<file path="config.mk">
export PLATFORM = sky130hd
export DESIGN_NAME = sync_length_crc_frame_deframer_flat
export DESIGN_NICKNAME = d
export VERILOG_FILES = /design/src/rtl/core/slcfd_pkg.sv /design/src/rtl/core/slcfd_in_if.sv /design/src/rtl/core/slcfd_out_if.sv /design/src/rtl/core/sync_length_crc_frame_deframer.sv /design/src/rtl/core/slcfd_crc16.sv /design/src/flat_wrapper.sv
export SDC_FILE = /design/constraint.sdc
export NUM_CORES = 1
export LEC_CHECK = 0
export BUFFER_PORTS_ARGS = -buffer_cell sky130_fd_sc_hd__clkbuf_2
export CORE_UTILIZATION = 50
export DETAILED_ROUTE_END_ITERATION = 8
export GPL_TIMING_DRIVEN = 0
export MAX_ROUTING_LAYER = met4
export PLACE_DENSITY = 0.79
export SLEW_MARGIN = 20
export SYNTH_ARGS = -nofsm -noshare
export SYNTH_HDL_FRONTEND = slang
export SYNTH_SLANG_ARGS = --single-unit
</file>
<file path="constraint.sdc">
create_clock -name clk -period 6.64 [get_ports clk]
set_clock_uncertainty 0.2 [all_clocks]
set_input_delay 0 -clock clk [delete_from_list [all_inputs] [get_ports clk]]
set_output_delay 0 -clock clk [all_outputs]
set_load 0.05 [all_outputs]
</file>
<file path="src/rtl/core/slcfd_pkg.sv">
// shared types and constants for the sync / length / crc frame deframer
package slcfd_pkg;

  // frame layout: two sync bytes, then ten more header bytes, then payload
  localparam logic [10:0] POS_HUNT     = 11'd0;
  localparam logic [10:0] POS_SYNC2    = 11'd1;
  localparam logic [10:0] POS_VERSION  = 11'd2;
  localparam logic [10:0] POS_TYPE     = 11'd3;
  localparam logic [10:0] POS_SPARE0   = 11'd4;
  localparam logic [10:0] POS_SPARE1   = 11'd5;
  localparam logic [10:0] POS_SEQ_LO   = 11'd6;
  localparam logic [10:0] POS_SEQ_HI   = 11'd7;
  localparam logic [10:0] POS_LEN_LO   = 11'd8;
  localparam logic [10:0] POS_LEN_HI   = 11'd9;
  localparam logic [10:0] POS_CRC_LO   = 11'd10;
  localparam logic [10:0] POS_CRC_HI   = 11'd11;
  localparam logic [10:0] HDR_BYTES    = 11'd12;

  localparam logic [15:0] MAX_PAYLOAD  = 16'd1024;
  localparam logic [10:0] LEN_SAT      = 11'h7FF;

  localparam logic [15:0] CRC_INIT     = 16'hFFFF;
  localparam logic [15:0] CRC_POLY     = 16'h1021;

  // configuration register indexes
  localparam logic [1:0]  CFG_SYNC_FIRST  = 2'd0;
  localparam logic [1:0]  CFG_SYNC_SECOND = 2'd1;
  localparam logic [1:0]  CFG_VERSION     = 2'd2;

  typedef enum logic [2:0] {
    DROP_NONE    = 3'd0,
    DROP_SYNC2   = 3'd1,
    DROP_LENGTH  = 3'd2,
    DROP_VERSION = 3'd3,
    DROP_CRC     = 3'd4
  } drop_reason_t;

  typedef struct packed {
    logic init;
    logic update;
  } crc_ctrl_t;

  typedef struct packed {
    logic         payload_valid;
    logic [7:0]   payload_byte;
    logic [9:0]   payload_index;
    logic         frame_end;
    logic         frame_good;
    drop_reason_t drop_reason;
    logic [7:0]   frame_type;
    logic [15:0]  frame_seq;
    logic [10:0]  frame_len;
  } result_t;

endpackage

</file>
<file path="src/rtl/core/slcfd_in_if.sv">
// received byte channel
interface slcfd_in_if;
  logic       valid;
  logic       ready;
  logic [7:0] rx_byte;

  modport source (output valid, output rx_byte, input ready);
  modport sink (input valid, input rx_byte, output ready);
endinterface

</file>
<file path="src/rtl/core/slcfd_out_if.sv">
// deframer result channel
interface slcfd_out_if;
  logic        valid;
  logic        ready;
  logic        payload_valid;
  logic [7:0]  payload_byte;
  logic [9:0]  payload_index;
  logic        frame_end;
  logic        frame_good;
  logic [2:0]  drop_reason;
  logic [7:0]  frame_type;
  logic [15:0] frame_seq;
  logic [10:0] frame_len;

  modport source (
    output valid, output payload_valid, output payload_byte, output payload_index,
    output frame_end, output frame_good, output drop_reason, output frame_type,
    output frame_seq, output frame_len, input ready
  );
  modport sink (
    input valid, input payload_valid, input payload_byte, input payload_index,
    input frame_end, input frame_good, input drop_reason, input frame_type,
    input frame_seq, input frame_len, output ready
  );
endinterface

</file>
<file path="src/rtl/core/sync_length_crc_frame_deframer.sv">
// top level of the sync / header / length / crc-16 frame deframer
//
//  channel  | dir | transfer             | contents
//  ---------+-----+----------------------+--------------------------------------------
//  in_ch    | in  | valid && ready       | rx_byte, one received link byte
//  out_ch   | out | valid && ready       | payload byte/index, frame end, status, header
//  cfg_*    | in  | cfg_we               | sync_first, sync_second, protocol_version
//
// one byte per cycle while in_ch.ready is high: each accepted byte is decoded in a
// single pass and its result lands in the output register on the same edge
// the result is valid in the cycle after the input transfer
// in_ch.ready is high while the output register is empty or being emptied,
// so a stalled consumer holds back at most one result
// synchronous reset returns the deframer to hunting for the first sync byte
module sync_length_crc_frame_deframer import slcfd_pkg::*; (
  input  logic        clk,
  input  logic        rst_n,
  slcfd_in_if.sink    in_ch,
  slcfd_out_if.source out_ch,
  input  logic        cfg_we,
  input  logic [1:0]  cfg_index,
  input  logic [7:0]  cfg_wdata
);

  // configuration registers
  logic [7:0]  sync_first_r;
  logic [7:0]  sync_second_r;
  logic [7:0]  proto_ver_r;

  // frame position: 0 hunting, 1 second sync, 2..11 header, 12 and up on payload
  logic [10:0] pos_r, pos_nxt;

  // captured header fields
  logic [7:0]  hdr_ver_r, hdr_ver_nxt;
  logic [7:0]  hdr_type_r, hdr_type_nxt;
  logic [15:0] hdr_seq_r, hdr_seq_nxt;
  logic [15:0] hdr_len_r, hdr_len_nxt;
  logic [15:0] hdr_crc_r, hdr_crc_nxt;

  // output register
  logic        out_valid_r;
  result_t     res_r, res_nxt;

  logic        in_fire;
  logic [7:0]  rx;
  logic [10:0] pay_idx;
  logic [10:0] len_sat;
  crc_ctrl_t   crc_ctrl;
  crc_ctrl_t   crc_ctrl_fire;
  logic [15:0] crc_cur;
  logic [15:0] crc_upd;

  // accept while the result register is free or drains this cycle
  assign in_ch.ready = !out_valid_r || out_ch.ready;
  assign in_fire     = in_ch.valid && in_ch.ready;
  assign rx          = in_ch.rx_byte;

  assign pay_idx = pos_r - HDR_BYTES;
  assign len_sat = (hdr_len_r[15:11] != 5'd0) ? LEN_SAT : hdr_len_r[10:0];

  function automatic drop_reason_t end_reason(input logic ver_ok, input logic crc_ok);
    drop_reason_t r;
    if (!ver_ok) begin
      r = DROP_VERSION;
    end else if (!crc_ok) begin
      r = DROP_CRC;
    end else begin
      r = DROP_NONE;
    end
    return r;
  endfunction

  // ---------------------------------------------------------------------------
  // per-byte decode: next position, header capture and the result item
  // ---------------------------------------------------------------------------
  always_comb begin
    pos_nxt      = pos_r;
    hdr_ver_nxt  = hdr_ver_r;
    hdr_type_nxt = hdr_type_r;
    hdr_seq_nxt  = hdr_seq_r;
    hdr_len_nxt  = hdr_len_r;
    hdr_crc_nxt  = hdr_crc_r;
    crc_ctrl     = '0;
    res_nxt      = '0;

    case (pos_r)
      POS_HUNT: begin
        if (rx == sync_first_r) begin
          pos_nxt       = POS_SYNC2;
          crc_ctrl.init = 1'b1;
        end
      end
      POS_SYNC2: begin
        // a mismatching second byte abandons the hunt; it is not retried as a first sync
        if (rx != sync_second_r) begin
          pos_nxt             = POS_HUNT;
          res_nxt.frame_end   = 1'b1;
          res_nxt.drop_reason = DROP_SYNC2;
        end else begin
          pos_nxt = POS_VERSION;
        end
      end
      POS_VERSION: begin
        hdr_ver_nxt = rx;
        pos_nxt     = pos_r + 11'd1;
      end
      POS_TYPE: begin
        hdr_type_nxt = rx;
        pos_nxt      = pos_r + 11'd1;
      end
      POS_SPARE0, POS_SPARE1: begin
        pos_nxt = pos_r + 11'd1;
      end
      POS_SEQ_LO: begin
        hdr_seq_nxt = {hdr_seq_r[15:8], rx};
        pos_nxt     = pos_r + 11'd1;
      end
      POS_SEQ_HI: begin
        hdr_seq_nxt = {rx, hdr_seq_r[7:0]};
        pos_nxt     = pos_r + 11'd1;
      end
      POS_LEN_LO: begin
        hdr_len_nxt = {hdr_len_r[15:8], rx};
        pos_nxt     = pos_r + 11'd1;
      end
      POS_LEN_HI: begin
        hdr_len_nxt = {rx, hdr_len_r[7:0]};
        pos_nxt     = pos_r + 11'd1;
      end
      POS_CRC_LO: begin
        hdr_crc_nxt = {hdr_crc_r[15:8], rx};
        pos_nxt     = pos_r + 11'd1;
      end
      POS_CRC_HI: begin
        // header complete: length check, or an empty frame ends right here
        hdr_crc_nxt = {rx, hdr_crc_r[7:0]};
        pos_nxt     = HDR_BYTES;
        if (hdr_len_r > MAX_PAYLOAD) begin
          pos_nxt             = POS_HUNT;
          res_nxt.frame_end   = 1'b1;
          res_nxt.drop_reason = DROP_LENGTH;
          res_nxt.frame_type  = hdr_type_r;
          res_nxt.frame_seq   = hdr_seq_r;
          res_nxt.frame_len   = len_sat;
        end else if (hdr_len_r == 16'd0) begin
          pos_nxt             = POS_HUNT;
          res_nxt.frame_end   = 1'b1;
          res_nxt.drop_reason = end_reason(hdr_ver_r == proto_ver_r,
                                           crc_cur == {rx, hdr_crc_r[7:0]});
          res_nxt.frame_good  = (res_nxt.drop_reason == DROP_NONE);
          res_nxt.frame_type  = hdr_type_r;
          res_nxt.frame_seq   = hdr_seq_r;
          res_nxt.frame_len   = len_sat;
        end
      end
      default: begin
        // payload byte: pass it on and fold it into the crc
        crc_ctrl.update       = 1'b1;
        pos_nxt               = pos_r + 11'd1;
        res_nxt.payload_valid = 1'b1;
        res_nxt.payload_byte  = rx;
        res_nxt.payload_index = pay_idx[9:0];
        res_nxt.frame_type    = hdr_type_r;
        res_nxt.frame_seq     = hdr_seq_r;
        res_nxt.frame_len     = len_sat;
        if (({5'd0, pay_idx} + 16'd1) >= hdr_len_r) begin
          pos_nxt             = POS_HUNT;
          res_nxt.frame_end   = 1'b1;
          res_nxt.drop_reason = end_reason(hdr_ver_r == proto_ver_r,
                                           crc_upd == hdr_crc_r);
          res_nxt.frame_good  = (res_nxt.drop_reason == DROP_NONE);
        end
      end
    endcase
  end

  // crc only moves on an accepted byte
  assign crc_ctrl_fire = in_fire ? crc_ctrl : '0;

  slcfd_crc16 u_crc (
    .clk     (clk),
    .rst_n   (rst_n),
    .ctrl    (crc_ctrl_fire),
    .data    (rx),
    .crc     (crc_cur),
    .crc_upd (crc_upd)
  );

  // ---------------------------------------------------------------------------
  // configuration registers
  // ---------------------------------------------------------------------------
  always_ff @(posedge clk) begin
    if (!rst_n) begin
      sync_first_r  <= 8'd0;
      sync_second_r <= 8'd0;
      proto_ver_r   <= 8'd0;
    end else if (cfg_we) begin
      case (cfg_index)
        CFG_SYNC_FIRST:  sync_first_r  <= cfg_wdata;
        CFG_SYNC_SECOND: sync_second_r <= cfg_wdata;
        CFG_VERSION:     proto_ver_r   <= cfg_wdata;
        default: ;
      endcase
    end
  end

  // ---------------------------------------------------------------------------
  // frame state and output register
  // ---------------------------------------------------------------------------
  always_ff @(posedge clk) begin
    if (!rst_n) begin
      pos_r       <= POS_HUNT;
      out_valid_r <= 1'b0;
    end else begin
      if (in_fire) begin
        pos_r       <= pos_nxt;
        out_valid_r <= 1'b1;
      end else if (out_ch.ready) begin
        out_valid_r <= 1'b0;
      end
    end
  end

  // header fields are always rewritten before they are used
  always_ff @(posedge clk) begin
    if (in_fire) begin
      hdr_ver_r  <= hdr_ver_nxt;
      hdr_type_r <= hdr_type_nxt;
      hdr_seq_r  <= hdr_seq_nxt;
      hdr_len_r  <= hdr_len_nxt;
      hdr_crc_r  <= hdr_crc_nxt;
      res_r      <= res_nxt;
    end
  end

  assign out_ch.valid         = out_valid_r;
  assign out_ch.payload_valid = res_r.payload_valid;
  assign out_ch.payload_byte  = res_r.payload_byte;
  assign out_ch.payload_index = res_r.payload_index;
  assign out_ch.frame_end     = res_r.frame_end;
  assign out_ch.frame_good    = res_r.frame_good;
  assign out_ch.drop_reason   = res_r.drop_reason;
  assign out_ch.frame_type    = res_r.frame_type;
  assign out_ch.frame_seq     = res_r.frame_seq;
  assign out_ch.frame_len     = res_r.frame_len;

  // ---------------------------------------------------------------------------
  // assertions
  // ---------------------------------------------------------------------------
  // a good frame is always a finished frame with no drop reason
  a_good_is_end: assert property (@(posedge clk) disable iff (!rst_n)
    out_valid_r && res_r.frame_good |-> res_r.frame_end && res_r.drop_reason == DROP_NONE)
    else $error("frame_good without a clean frame end");

  // second sync mismatch sends the deframer straight back to hunting
  a_sync2_drop: assert property (@(posedge clk) disable iff (!rst_n)
    in_fire && pos_r == POS_SYNC2 && rx != sync_second_r |=> pos_r == POS_HUNT)
    else $error("second sync mismatch did not return to hunt");

  // position never runs beyond the last possible payload byte
  a_pos_bound: assert property (@(posedge clk) disable iff (!rst_n)
    pos_r < HDR_BYTES + MAX_PAYLOAD[10:0])
    else $error("frame position out of range");

  // an empty output register never blocks the input
  a_ready_when_empty: assert property (@(posedge clk) disable iff (!rst_n)
    !out_valid_r |-> in_ch.ready)
    else $error("input stalled with empty output register");

endmodule

</file>
<file path="src/rtl/core/slcfd_crc16.sv">
// running crc-16/ccitt-false over payload bytes, one byte per cycle while ctrl.update is set
module slcfd_crc16 import slcfd_pkg::*; (
  input  logic        clk,
  input  logic        rst_n,
  input  crc_ctrl_t   ctrl,
  input  logic [7:0]  data,
  output logic [15:0] crc,
  output logic [15:0] crc_upd
);

  logic [15:0] crc_r;
  logic [15:0] crc_nxt;

  // bitwise msb-first update, eight narrow steps
  always_comb begin
    logic [15:0] c;
    c = crc_r ^ {data, 8'h00};
    for (int k = 0; k < 8; k++) begin
      if (c[15]) begin
        c = {c[14:0], 1'b0} ^ CRC_POLY;
      end else begin
        c = {c[14:0], 1'b0};
      end
    end
    crc_upd = c;
  end

  always_comb begin
    crc_nxt = crc_r;
    if (ctrl.init) begin
      crc_nxt = CRC_INIT;
    end else if (ctrl.update) begin
      crc_nxt = crc_upd;
    end
  end

  always_ff @(posedge clk) begin
    if (!rst_n) begin
      crc_r <= CRC_INIT;
    end else begin
      crc_r <= crc_nxt;
    end
  end

  assign crc = crc_r;

endmodule

</file>
<file path="src/flat_wrapper.sv">
// flat-port wrapper written by rule: the top's interface ports become plain ports
module sync_length_crc_frame_deframer_flat import slcfd_pkg::*;
  (clk, rst_n, cfg_we, cfg_index, cfg_wdata, in_ch_valid, in_ch_rx_byte, in_ch_ready, out_ch_valid, out_ch_payload_valid, out_ch_payload_byte, out_ch_payload_index, out_ch_frame_end, out_ch_frame_good, out_ch_drop_reason, out_ch_frame_type, out_ch_frame_seq, out_ch_frame_len, out_ch_ready);
  slcfd_in_if in_ch_i ();
  slcfd_out_if out_ch_i ();
  input  logic clk;
  input  logic rst_n;
  input  logic cfg_we;
  input  logic [1:0] cfg_index;
  input  logic [7:0] cfg_wdata;
  input wire logic [$bits(in_ch_i.valid)-1:0] in_ch_valid;
  input wire logic [$bits(in_ch_i.rx_byte)-1:0] in_ch_rx_byte;
  output wire logic [$bits(in_ch_i.ready)-1:0] in_ch_ready;
  output wire logic [$bits(out_ch_i.valid)-1:0] out_ch_valid;
  output wire logic [$bits(out_ch_i.payload_valid)-1:0] out_ch_payload_valid;
  output wire logic [$bits(out_ch_i.payload_byte)-1:0] out_ch_payload_byte;
  output wire logic [$bits(out_ch_i.payload_index)-1:0] out_ch_payload_index;
  output wire logic [$bits(out_ch_i.frame_end)-1:0] out_ch_frame_end;
  output wire logic [$bits(out_ch_i.frame_good)-1:0] out_ch_frame_good;
  output wire logic [$bits(out_ch_i.drop_reason)-1:0] out_ch_drop_reason;
  output wire logic [$bits(out_ch_i.frame_type)-1:0] out_ch_frame_type;
  output wire logic [$bits(out_ch_i.frame_seq)-1:0] out_ch_frame_seq;
  output wire logic [$bits(out_ch_i.frame_len)-1:0] out_ch_frame_len;
  input wire logic [$bits(out_ch_i.ready)-1:0] out_ch_ready;
  assign in_ch_i.valid = in_ch_valid;
  assign in_ch_i.rx_byte = in_ch_rx_byte;
  assign in_ch_ready = in_ch_i.ready;
  assign out_ch_valid = out_ch_i.valid;
  assign out_ch_payload_valid = out_ch_i.payload_valid;
  assign out_ch_payload_byte = out_ch_i.payload_byte;
  assign out_ch_payload_index = out_ch_i.payload_index;
  assign out_ch_frame_end = out_ch_i.frame_end;
  assign out_ch_frame_good = out_ch_i.frame_good;
  assign out_ch_drop_reason = out_ch_i.drop_reason;
  assign out_ch_frame_type = out_ch_i.frame_type;
  assign out_ch_frame_seq = out_ch_i.frame_seq;
  assign out_ch_frame_len = out_ch_i.frame_len;
  assign out_ch_i.ready = out_ch_ready;
  sync_length_crc_frame_deframer u_core (.clk(clk), .rst_n(rst_n), .in_ch(in_ch_i), .out_ch(out_ch_i), .cfg_we(cfg_we), .cfg_index(cfg_index), .cfg_wdata(cfg_wdata));
endmodule
</file>
==> flow_summary.toml, run 1 <==
[cts]
root_buffer = "sky130_fd_sc_hd__clkbuf_16"
tritoncts_clock_tree = "built"
cells_resized_by_post_cts_repair = 0
clock_tree.buffer_depth = 2
cts_htree_levels = 4
worstSkewPairLatency_ps = 440
clock_sinks = 175
clk_transition_reported_paths_ps = 70
cts-buffers-inserted = 17

[status]
run_status = "complete, no violations"

[worst_setup_path]
cp_num_buf_inv = 3
worst-setup-path-type = "flip-flop to flip-flop"
reg2reg_setup_slack_ps = 2230
timing.reg2reg.worst_path_depth = 15
setup.worst_path.start = "u_core.pos_r[2]"
cp_slowest_stage_delay_ps = 390
worst_setup_path_start_kind = "flip-flop"
crit_path_max_fanout = 10
critical_path.slowest_cell = "sky130_fd_sc_hd__mux2_2"
wp_data_required_ps = 6800
worst_setup_path_end_kind = "flip-flop"
crit_family = "compound AO/OA/AOI/OAI gates"
r2r-start = "u_core.pos_r[2]"
worst_r2r_endpoint = "u_core.pos_r[4]"
cell_breakdown_of_the_critical_path = "buf_2 > inv_1 > ha_1 > nand2_1 > mux2_2 > o32ai_1 > xor2_1 > ha_1 > a21o_1 > a221oi_1 > o21a_1 > o21a_1 > buf_2 > o22ai_1 > a21oi_1"
critical_path_cell_count = 15
crit_path_end = "u_core.pos_r[4]"
worstPathArrival_ps = 4570

[grt]
antenna_found_initial = 0
grt_overflow = 0
grt_start_max_net_pins = 54
grtUsageTotal_pct = 23.7
grt_pass1_wl_um = 31300
via_count_of_the_first_global_routing_pass = 5940

[synthesis]
synthesis.yosys.warnings = 0
yosys.area.top_type = "sky130_fd_sc_hd__edfxtp_1"
netlist.area_leader.share_pct = 42.3
synth-edff-count = 123
synth_sequential_area_ratio_pct = 54.3
mappedNetlistNets = 806
post_synth_num_cell_types = 65
ys.flop_type = "sky130_fd_sc_hd__edfxtp_1"
top_cells_by_area_in_the_synthesized_netlist = "sky130_fd_sc_hd__edfxtp_1 (42%), sky130_fd_sc_hd__dfxtp_1 (12%), sky130_fd_sc_hd__xnor2_1 (5.6%)"
yosys_reg_bits = 175
synth_area_per_cell_um2 = 11.4
synth_cells = 763
syn_area_um2 = 8730
asyncSetResetFlopFracSynth_pct = 0

[pwr]
proportion_of_power_drawn_by_flip_flops_and_latches_pct = 49.5
clockPowerShare_pct = 41.6
power_mw = 2.41
cell_internal_pwr_mw = 1.81
p_sw_uw = 599
irDropWorstVdd_uv = 190
power.density_nw_per_um2 = 235
power.static_leakage_nw = 3.97
swShare_pct = 24.8
combPwrFrac_pct = 8.9

[detailed_routing]
routed_wirelength_um = 19800
detailed_route_iter0_violations = 601
routedWlPerCell_um = 17.7
vias = 6215
post-route-drc-count = 0
drt_pre_antenna_iters = 5
drt.antenna.violating_nets = 0
detail_route.vias_per_cell = 5.56

[layout]
drive_gt1_share_pct = 17.7
layoutNonFillerInstCount = 1118
final_design_area_no_fill_um2 = 10200
finish.utilization_pct = 60.9
mostFrequentLayoutCells = "sky130_fd_sc_hd__edfxtp_1 (123), sky130_fd_sc_hd__clkbuf_2 (83), sky130_fd_sc_hd__nor2_1 (77), sky130_fd_sc_hd__xnor2_1 (56), sky130_fd_sc_hd__and2_1 (54)"
design.final.nets = 929
syn_to_final_growth_pct = 17.4
antenna_cells_inserted = 0
layout_commonest_cell = "sky130_fd_sc_hd__edfxtp_1"

[hold_path]
hold_path_depth = 5
hold_path.class = "primary input to flip-flop"

[floorplanning]
design.portCount = 84
die_width_um = 134
fp.dieArea_um2 = 18000
die-height_um = 134
core_region_area_um2 = 16800
initial_core_util_pct = 51.9
placementRows = 47

[sta]
finalWorstSetupSlack_ps = 2230
hold_slack_ps = 47.8
timing.setup.tns_ps = 0
relSlewSlack_pct = 37.6
min_period_over_period_pct = 66.5
finalMaxSlewViolations = 0
maxClockFrequency_ghz = 0.227
worst_slew_pin_slew_ps = 932
setup_repair_after_global_routing_missed_its_margin = "false"
minimum_clock_period_ps = 4410
final_hold_vio_count = 0
timing.final.setup_violations = 0

[placed_design]
placement.cell_area_um2 = 9470
placedCellCount = 1068
routabilityCongestion = 0.923
pre_cts_slack_ps = 2430
buffer_ports.inserted = 83
place.detailed.hpwl_um = 13600

[job]
cap_viol_max_count = 0
-- synth_stat cells, types with 23 or more instances --
library cell / n
sky130_fd_sc_hd__edfxtp_1: 123
sky130_fd_sc_hd__nor2_1: 77
sky130_fd_sc_hd__xnor2_1: 56
sky130_fd_sc_hd__and2_1: 54
sky130_fd_sc_hd__dfxtp_1: 52
sky130_fd_sc_hd__nor2b_1: 32
sky130_fd_sc_hd__mux2i_1: 27
sky130_fd_sc_hd__clkbuf_1: 25
sky130_fd_sc_hd__o21ai_0: 25
sky130_fd_sc_hd__nand3_1: 24
sky130_fd_sc_hd__xor2_1: 24
sky130_fd_sc_hd__nand2_1: 23
-- area by class of cell --
type                    count  area, µm²
fillers                  1359       6570
flip-flops and latches    175       4730
multi-input cells         525       3750
repair buffers            104        638
clock buffers              18        429
well taps                 220        275
plain buffers              44        199
clock inverters            13        154
inverters                  19       71.3
-- metal layers --
metal	part of all wire [%]	vias up	track usage, %	routed length [µm]
met2	48	226	36.5	9510
li1	-	2955	-	-
met1	45	3004	31.9	8880
met5	0	-	-	0
met3	5.5	30	4.04	1090
met4	1.6	0	7.55	312
-- how the worst min path moves through the flow --
stage	startpoint	endpoint	slack (ps)
final	cfg_index[0]	u_core.sync_first_r[4]	50
after global routing	cfg_index[0]	u_core.sync_first_r[4]	120
after CTS	cfg_index[0]	u_core.sync_first_r[3]	50
after detailed placement	in_ch_rx_byte[6]	u_core.hdr_ver_r[6]	20
after global placement	in_ch_rx_byte[1]	u_core.hdr_type_r[1]	20
after floorplan	in_ch_rx_byte[0]	u_core.hdr_type_r[0]	-100
-- cells by family after synthesis --
group                      share of synthesized area (%)
and+or+nand+nor                                     17.5
xor gates and xnor gates                            11.2
adders and majority gates                           2.87
buffers and inverters                               3.05
AOI/OAI and AO/OA                                   7.91
DFF                                                 54.3
muxes                                               3.23
-- worst register-to-register path, stage by stage (launching register included) --
cell and delay, ps:
sky130_fd_sc_hd__dfxtp_1 370, sky130_fd_sc_hd__buf_2 210, sky130_fd_sc_hd__inv_1 150, sky130_fd_sc_hd__ha_1 330, sky130_fd_sc_hd__nand2_1 280, sky130_fd_sc_hd__mux2_2 400, sky130_fd_sc_hd__o32ai_1 320, sky130_fd_sc_hd__xor2_1 250
sky130_fd_sc_hd__ha_1 280, sky130_fd_sc_hd__a21o_1 180, sky130_fd_sc_hd__a221oi_1 270, sky130_fd_sc_hd__o21a_1 260, sky130_fd_sc_hd__o21a_1 280, sky130_fd_sc_hd__buf_2 280, sky130_fd_sc_hd__o22ai_1 120, sky130_fd_sc_hd__a21oi_1 160
-- flip-flops by register name (all words and copies together) (netlist names) --
signal	flops
u_core.proto_ver_r	8
u_core.u_crc.crc	16
u_core.pos_r	11
u_core.hdr_ver_r	8
u_core.hdr_type_r	8
u_core.out_ch.valid	1
u_core.out_ch.payload_index	10
u_core.out_ch.frame_type	8
u_core.out_ch.drop_reason	3
u_core.out_ch.frame_good	1
u_core.out_ch.frame_len	11
u_core.out_ch.payload_byte	8
u_core.hdr_len_r	16
u_core.out_ch.frame_end	1
u_core.sync_second_r	8
u_core.sync_first_r	8
u_core.out_ch.frame_seq	16
u_core.hdr_seq_r	16
u_core.out_ch.payload_valid	1
u_core.hdr_crc_r	16
-- repair_timing --
item | in CTS | in global routing
hold buffers | 19 | 0
hold endpoints to repair | 67 | 0
buffers inserted | 0 | 0
setup endpoints to repair | 0 | 0
-- power by group through the flow --
stage / clock, mW / combinational, mW / sequential (mW)
4_1_cts: 1.01 / 0.213 / 1.20
3_5_place_dp: 0 / 0.204 / 1.22
3_3_place_gp: 0 / 0.198 / 1.22
6_report: 1.00 / 0.214 / 1.19
2_1_floorplan: 0 / 0.0849 / 1.28
5_1_grt: 1.06 / 0.225 / 1.20
Power figures use the tool's default switching activity.
==> run 2: changes to the inputs <==
Settings changed: PLACE_DENSITY 0.79 to 0.82.
Clock period 6.64 ns to 3.65 ns, I/O delays scaled along.
==> run 2 against run 1 <==
Effect of this change:
- the flow now finishes with violations (setup timing)
- first-iteration DRC count rose by 12%
- count of clock-buffer cells in the layout fell by 1
- maximum frequency rose by 19%
- via count rose by 1.9%
- critical path depth fell by 1
- register-to-register slack got worse by 2300 ps
- hold slack improved by 13 ps
- sequential cell count did not move
- sequential power rose by 82%
- setup slack got worse by 2300 ps
==> flow_summary.toml, run 2 (same netlist as run 1, synthesis figures left out) <==
[status]
run_status = "complete, but fails checks"
failing_checks = "setup timing"

[cts]
cts_htree_levels = 4
cts-buffers-inserted = 17
root_buffer = "sky130_fd_sc_hd__clkbuf_16"
clock_sinks = 175
clock_tree.buffer_depth = 2
worstSkewPairLatency_ps = 440
tritoncts_clock_tree = "built"
clk_transition_reported_paths_ps = 70

[sta]
setup_repair_after_global_routing_missed_its_margin = "true"
hold_slack_ps = 60.5
min_period_over_period_pct = 102
final_hold_vio_count = 0
maxClockFrequency_ghz = 0.270
worst_slew_pin_slew_ps = 923
timing.final.setup_violations = 10
minimum_clock_period_ps = 3710
finalMaxSlewViolations = 0
relSlewSlack_pct = 38.0
timing.setup.tns_ps = -258
finalWorstSetupSlack_ps = -56.8

[grt]
grtUsageTotal_pct = 23.8
via_count_of_the_first_global_routing_pass = 6104
grt_pass1_wl_um = 31600
antenna_found_initial = 0
grt_overflow = 0
grt_start_max_net_pins = 42

[floorplanning]
core_region_area_um2 = 16800
initial_core_util_pct = 51.9
fp.dieArea_um2 = 18000
die_width_um = 134
placementRows = 47
die-height_um = 134
design.portCount = 84

[pwr]
p_sw_mw = 1.13
combPwrFrac_pct = 8.8
irDropWorstVdd_uv = 357
proportion_of_power_drawn_by_flip_flops_and_latches_pct = 48.9
clockPowerShare_pct = 42.4
swShare_pct = 25.3
power.static_leakage_nw = 4.12
power_mw = 4.44
power.density_nw_per_um2 = 420
cell_internal_pwr_mw = 3.32

[hold_path]
hold_path.class = "primary input to flip-flop"
hold_start = "cfg_index[1]"

[worst_setup_path]
crit_path_end = "u_core.out_ch.drop_reason[2]"
crit_path_max_fanout = 5
setup.worst_path.start = "u_core.pos_r[2]"
reg2reg_setup_slack_ps = -60
cell_breakdown_of_the_critical_path = "buf_8 > a21o_4 > nor4b_4 > xnor2_2 > or4_4 > nor3_4 > xnor2_1 > ha_1 > a21o_1 > a21oi_2 > buf_4 > o22a_1 > a211oi_2 > o21a_1"
timing.reg2reg.worst_path_depth = 14
worst-setup-path-type = "flip-flop to flip-flop"
worstPathArrival_ps = 3690
worst_setup_path_start_kind = "flip-flop"
wp_data_required_ps = 3640
worst_setup_path_end_kind = "flip-flop"
critical_path.slowest_cell = "sky130_fd_sc_hd__or4_4"
worst_r2r_endpoint = "u_core.out_ch.drop_reason[2]"
cp_slowest_stage_delay_ps = 540
r2r-start = "u_core.pos_r[2]"

[job]
cap_viol_max_count = 0

[detailed_routing]
post-route-drc-count = 0
detail_route.vias_per_cell = 5.61
routedWlPerCell_um = 18.0
routed_wirelength_um = 20300
drt_pre_antenna_iters = 5
drt.antenna.violating_nets = 0
vias = 6331
detailed_route_iter0_violations = 674

[layout]
layout_commonest_cell = "sky130_fd_sc_hd__edfxtp_1"
finish.utilization_pct = 63.0
syn_to_final_growth_pct = 21.4
mostFrequentLayoutCells = "sky130_fd_sc_hd__edfxtp_1 (123), sky130_fd_sc_hd__clkbuf_2 (84), sky130_fd_sc_hd__nor2_1 (77), sky130_fd_sc_hd__xnor2_1 (54), sky130_fd_sc_hd__and2_1 (54)"
antenna_cells_inserted = 0
design.final.nets = 939
drive_gt1_share_pct = 22.7
final_design_area_no_fill_um2 = 10600

[placed_design]
place.detailed.hpwl_um = 13800
routabilityCongestion = 0.926
buffer_ports.inserted = 83
placement.cell_area_um2 = 9450
[run 2: metal layers]
metal | global-route usage (%) | up-vias | wire length, µm | part of all wire (%)
met2 | 37.6 | 276 | 9810 | 48
met1 | 31.0 | 3049 | 8700 | 43
met5 | - | - | 0 | 0
li1 | - | 2967 | - | -
met4 | 8.43 | 0 | 439 | 2.2
met3 | 4.16 | 39 | 1350 | 6.7
[run 2: how the worst min path moves through the flow]
stage / depth (start not counted) / endpoint / slack (ps)
2_1_floorplan: 0 / u_core.hdr_type_r[0] / -100
3_3_place_gp: 1 / u_core.hdr_ver_r[1] / 20
3_5_place_dp: 1 / u_core.hdr_ver_r[3] / 10
4_1_cts: 5 / u_core.sync_first_r[0] / 60
5_1_grt: 5 / u_core.sync_first_r[6] / 120
6_report: 5 / u_core.sync_first_r[5] / 60
[run 2: stage by stage]
| stage | setup WS (ps) | cells |
|---|---|---|
| 2_1_floorplan | 43.4 | 763 |
| 3_3_place_gp | -480 | 1066 |
| 3_5_place_dp | -529 | 1067 |
| 4_1_cts | -16.0 | 1122 |
| 5_1_grt | -173 | 1129 |
| 6_report | -56.8 | 1129 |
[run 2: worst max-delay path: cells and delay by family (launching register included)]
family                     cells  cell delay [ps]
AOI/OAI and AO/OA              6             1090
and+or+nand+nor                3              980
DFF                            1              370
buffers and inverters          2              290
adders and majority gates      1              270
xor gates and xnor gates       2              240
[run 2: cell type report]
cell class | count | area [µm²]
multi-input combinational | 525 | 3950
sequential | 175 | 4740
clock buffer | 17 | 425
clock inverter | 15 | 189
inverter | 19 | 75.1
buffer | 42 | 213
fill | 1271 | 6220
timing repair buffer | 116 | 731
tap | 220 | 275
[run 2: repair_timing]
item / CTS / global route
endpoints found under the setup margin: 16 / 16
buffers inserted: 6 / 6
gates resized for setup: 33 / 24
pin swaps: 10 / 27
hold buffers: 19 / 0
gates cloned: 0 / 1
endpoints found under the hold margin: 69 / 0
[run 2: power groups by stage]
stage               Clock, mW  Sequential (mW)  Combinational, mW
finish                   1.88             2.17              0.390
floorplan                   0             2.33              0.155
detailed placement          0             2.22              0.371
global route             1.98             2.17              0.411
CTS                      1.90             2.17              0.388
global placement            0             2.22              0.360
==> run 3: changes to the inputs <==
--- a/config.mk
+++ b/config.mk
@@ -9,5 +9,4 @@
 export CORE_UTILIZATION = 50
 export DETAILED_ROUTE_END_ITERATION = 8
-export GPL_TIMING_DRIVEN = 0
 export MAX_ROUTING_LAYER = met4
 export PLACE_DENSITY = 0.82
--- a/constraint.sdc
+++ b/constraint.sdc
@@ -3,3 +3,3 @@
 set_input_delay 0 -clock clk [delete_from_list [all_inputs] [get_ports clk]]
 set_output_delay 0 -clock clk [all_outputs]
-set_load 0.05 [all_outputs]
+set_load 0.01 [all_outputs]
==> run 3 against run 2 <==
Effect of this change:
- the run now ends clean
- highest routed layer unchanged
- power fell by 4.3%
- sequential share of layout area up 0.44 points
- count of clock-buffer cells in the layout grew 4
- combinational power fell by 25%
- setup slack better by 84 ps
- critical path depth fell by 1
- clock power decreased by 5%
- maximum frequency rose by 2.3%
- sequential cell count did not move
- first-iteration DRC count decreased by 15%
==> flow_summary.toml, run 3 (same netlist as run 1, synthesis figures left out) <==
[status]
run_status = "complete, no violations"

[cts]
clock_sinks = 175
tritoncts_clock_tree = "built"
cts_htree_levels = 4
root_buffer = "sky130_fd_sc_hd__clkbuf_16"
worstSkewPairLatency_ps = 440
clock_tree.buffer_depth = 2
cts-buffers-inserted = 17
clk_transition_reported_paths_ps = 70

[worst_setup_path]
crit_path_max_fanout = 8
worst_setup_path_start_kind = "flip-flop"
worst_r2r_endpoint = "u_core.pos_r[9]"
worst_setup_path_end_kind = "flip-flop"
wp_data_required_ps = 3740
worstPathArrival_ps = 3710
reg2reg_setup_slack_ps = 30
worst-setup-path-type = "flip-flop to flip-flop"
r2r-start = "u_core.pos_r[2]"
timing.reg2reg.worst_path_depth = 13

[hold_path]
hold_path.class = "primary input to flip-flop"
hold_path_depth = 4
min_to = "u_core.proto_ver_r[5]"
hold_start = "cfg_we"

[layout]
antenna_cells_inserted = 0
mostFrequentLayoutCells = "sky130_fd_sc_hd__edfxtp_1 (123), sky130_fd_sc_hd__clkbuf_2 (83), sky130_fd_sc_hd__nor2_1 (77), sky130_fd_sc_hd__xnor2_1 (56), sky130_fd_sc_hd__and2_1 (54)"
layout_commonest_cell = "sky130_fd_sc_hd__edfxtp_1"
finish.utilization_pct = 62.4
drive_gt1_share_pct = 22.8
layoutNonFillerInstCount = 1126
syn_to_final_growth_pct = 20.2
final_design_area_no_fill_um2 = 10500
design.final.nets = 936

[detailed_routing]
drt_pre_antenna_iters = 6
post-route-drc-count = 0
routed_wirelength_um = 20700
detail_route.vias_per_cell = 5.70
routedWlPerCell_um = 18.3
drt.antenna.violating_nets = 0
detailed_route_iter0_violations = 574
vias = 6419

[placed_design]
buffer_ports.inserted = 83
routabilityCongestion = 0.927
place.detailed.hpwl_um = 14000
placedCellCount = 1070
placement.cell_area_um2 = 9590

[grt]
grtUsageTotal_pct = 24.2
antenna_found_initial = 0
grt_overflow = 0
grt_start_max_net_pins = 36
via_count_of_the_first_global_routing_pass = 5909
grt_pass1_wl_um = 31800

[floorplanning]
die-height_um = 134
die_width_um = 134
design.portCount = 84
core_region_area_um2 = 16800
initial_core_util_pct = 51.9
fp.dieArea_um2 = 18000
placementRows = 47

[sta]
final_hold_vio_count = 0
setup_repair_after_global_routing_missed_its_margin = "true"
minimum_clock_period_ps = 3620
maxClockFrequency_ghz = 0.276
timing.setup.tns_ps = 0
min_period_over_period_pct = 99.2
finalMaxSlewViolations = 0
relSlewSlack_pct = 27.4
timing.final.setup_violations = 0
worst_slew_pin_slew_ps = 1090

[job]
cap_viol_max_count = 0

[pwr]
irDropWorstVdd_uv = 367
power.density_nw_per_um2 = 405
power.static_leakage_nw = 4.14
==> run 3: cell types whose count changed in the layout (fill, tap and decap cells not counted), moves of 3 or more <==
cell and delta:
sky130_fd_sc_hd__buf_4 +37, sky130_fd_sc_hd__clkbuf_1 -20, sky130_fd_sc_hd__buf_2 -10, sky130_fd_sc_hd__buf_1 -3, sky130_fd_sc_hd__buf_6 -3, sky130_fd_sc_hd__inv_8 -3
==> run 3: worst max path at each step <==
stage                    start                to  slack (ps)  cells past startpoint
4_1_cts        u_core.pos_r[2]   u_core.pos_r[3]         0.6                     13
2_1_floorplan  u_core.pos_r[3]   u_core.pos_r[4]          40                     16
3_3_place_gp   u_core.pos_r[2]  u_core.pos_r[10]          30                     14
6_report       u_core.pos_r[2]   u_core.pos_r[9]          30                     13
5_1_grt        u_core.pos_r[2]   u_core.pos_r[9]        -100                     13
3_5_place_dp   u_core.pos_r[2]   u_core.pos_r[9]        -120                     15
==> run 3: cell type report <==
| cell class | instances | area (µm²) |
|---|---|---|
| fillers | 1308 | 6330 |
| flip-flops and latches | 175 | 4740 |
| multi-input cells | 525 | 3810 |
| repair buffers | 155 | 1010 |
| clock buffers | 21 | 493 |
| well taps | 220 | 275 |
| clock inverters | 11 | 90.1 |
| inverters | 19 | 71.3 |
==> run 3: worst max-delay path, cell delays in order, from the launching register on <==
cell	delay (ps)
sky130_fd_sc_hd__dfxtp_4	360
sky130_fd_sc_hd__a21o_1	190
sky130_fd_sc_hd__nor4b_2	290
sky130_fd_sc_hd__xnor2_1	140
sky130_fd_sc_hd__or4_4	570
sky130_fd_sc_hd__nor3_4	140
sky130_fd_sc_hd__xnor2_1	100
sky130_fd_sc_hd__ha_1	330
sky130_fd_sc_hd__nand3_1	80
sky130_fd_sc_hd__or3_4	370
sky130_fd_sc_hd__o21a_4	270
sky130_fd_sc_hd__buf_6	150
sky130_fd_sc_hd__o2111ai_2	190
sky130_fd_sc_hd__o211ai_1	110
==> run 3: timing repair <==
action                     CTS  global route
hold buffers                21             0
hold endpoints to repair    59             0
cloned                       0             0
pin swaps                    0            11
buffers inserted             0             3
setup endpoints to repair   11            15
gates resized for setup      4            18
==> run 3: where the power goes <==
group	switching (mW)	total, mW	internal (mW)
clock network	0.795	1.78	0.989
logic	0.173	0.293	0.120
registers	0.0173	2.17	2.16
==> run 3: stage by stage <==
step	hold slack [ps]	total power [mW]	worst slack, ps
after global routing	91.2	4.37	-96.9
after CTS	65.6	4.26	0.635
final	81.4	4.25	27.5
after global placement	31.6	2.48	33.1
after detailed placement	42.4	2.49	-116
after floorplan	-101	2.39	43.5
==> run 3: metal layers <==
layer | vias up | share of wire [%] | track usage, %
met5 | - | 0 | -
met4 | 0 | 1.7 | 6.99
met3 | 40 | 7.9 | 5.52
met2 | 313 | 49 | 37.9
met1 | 3099 | 42 | 31.6
li1 | 2967 | - | -
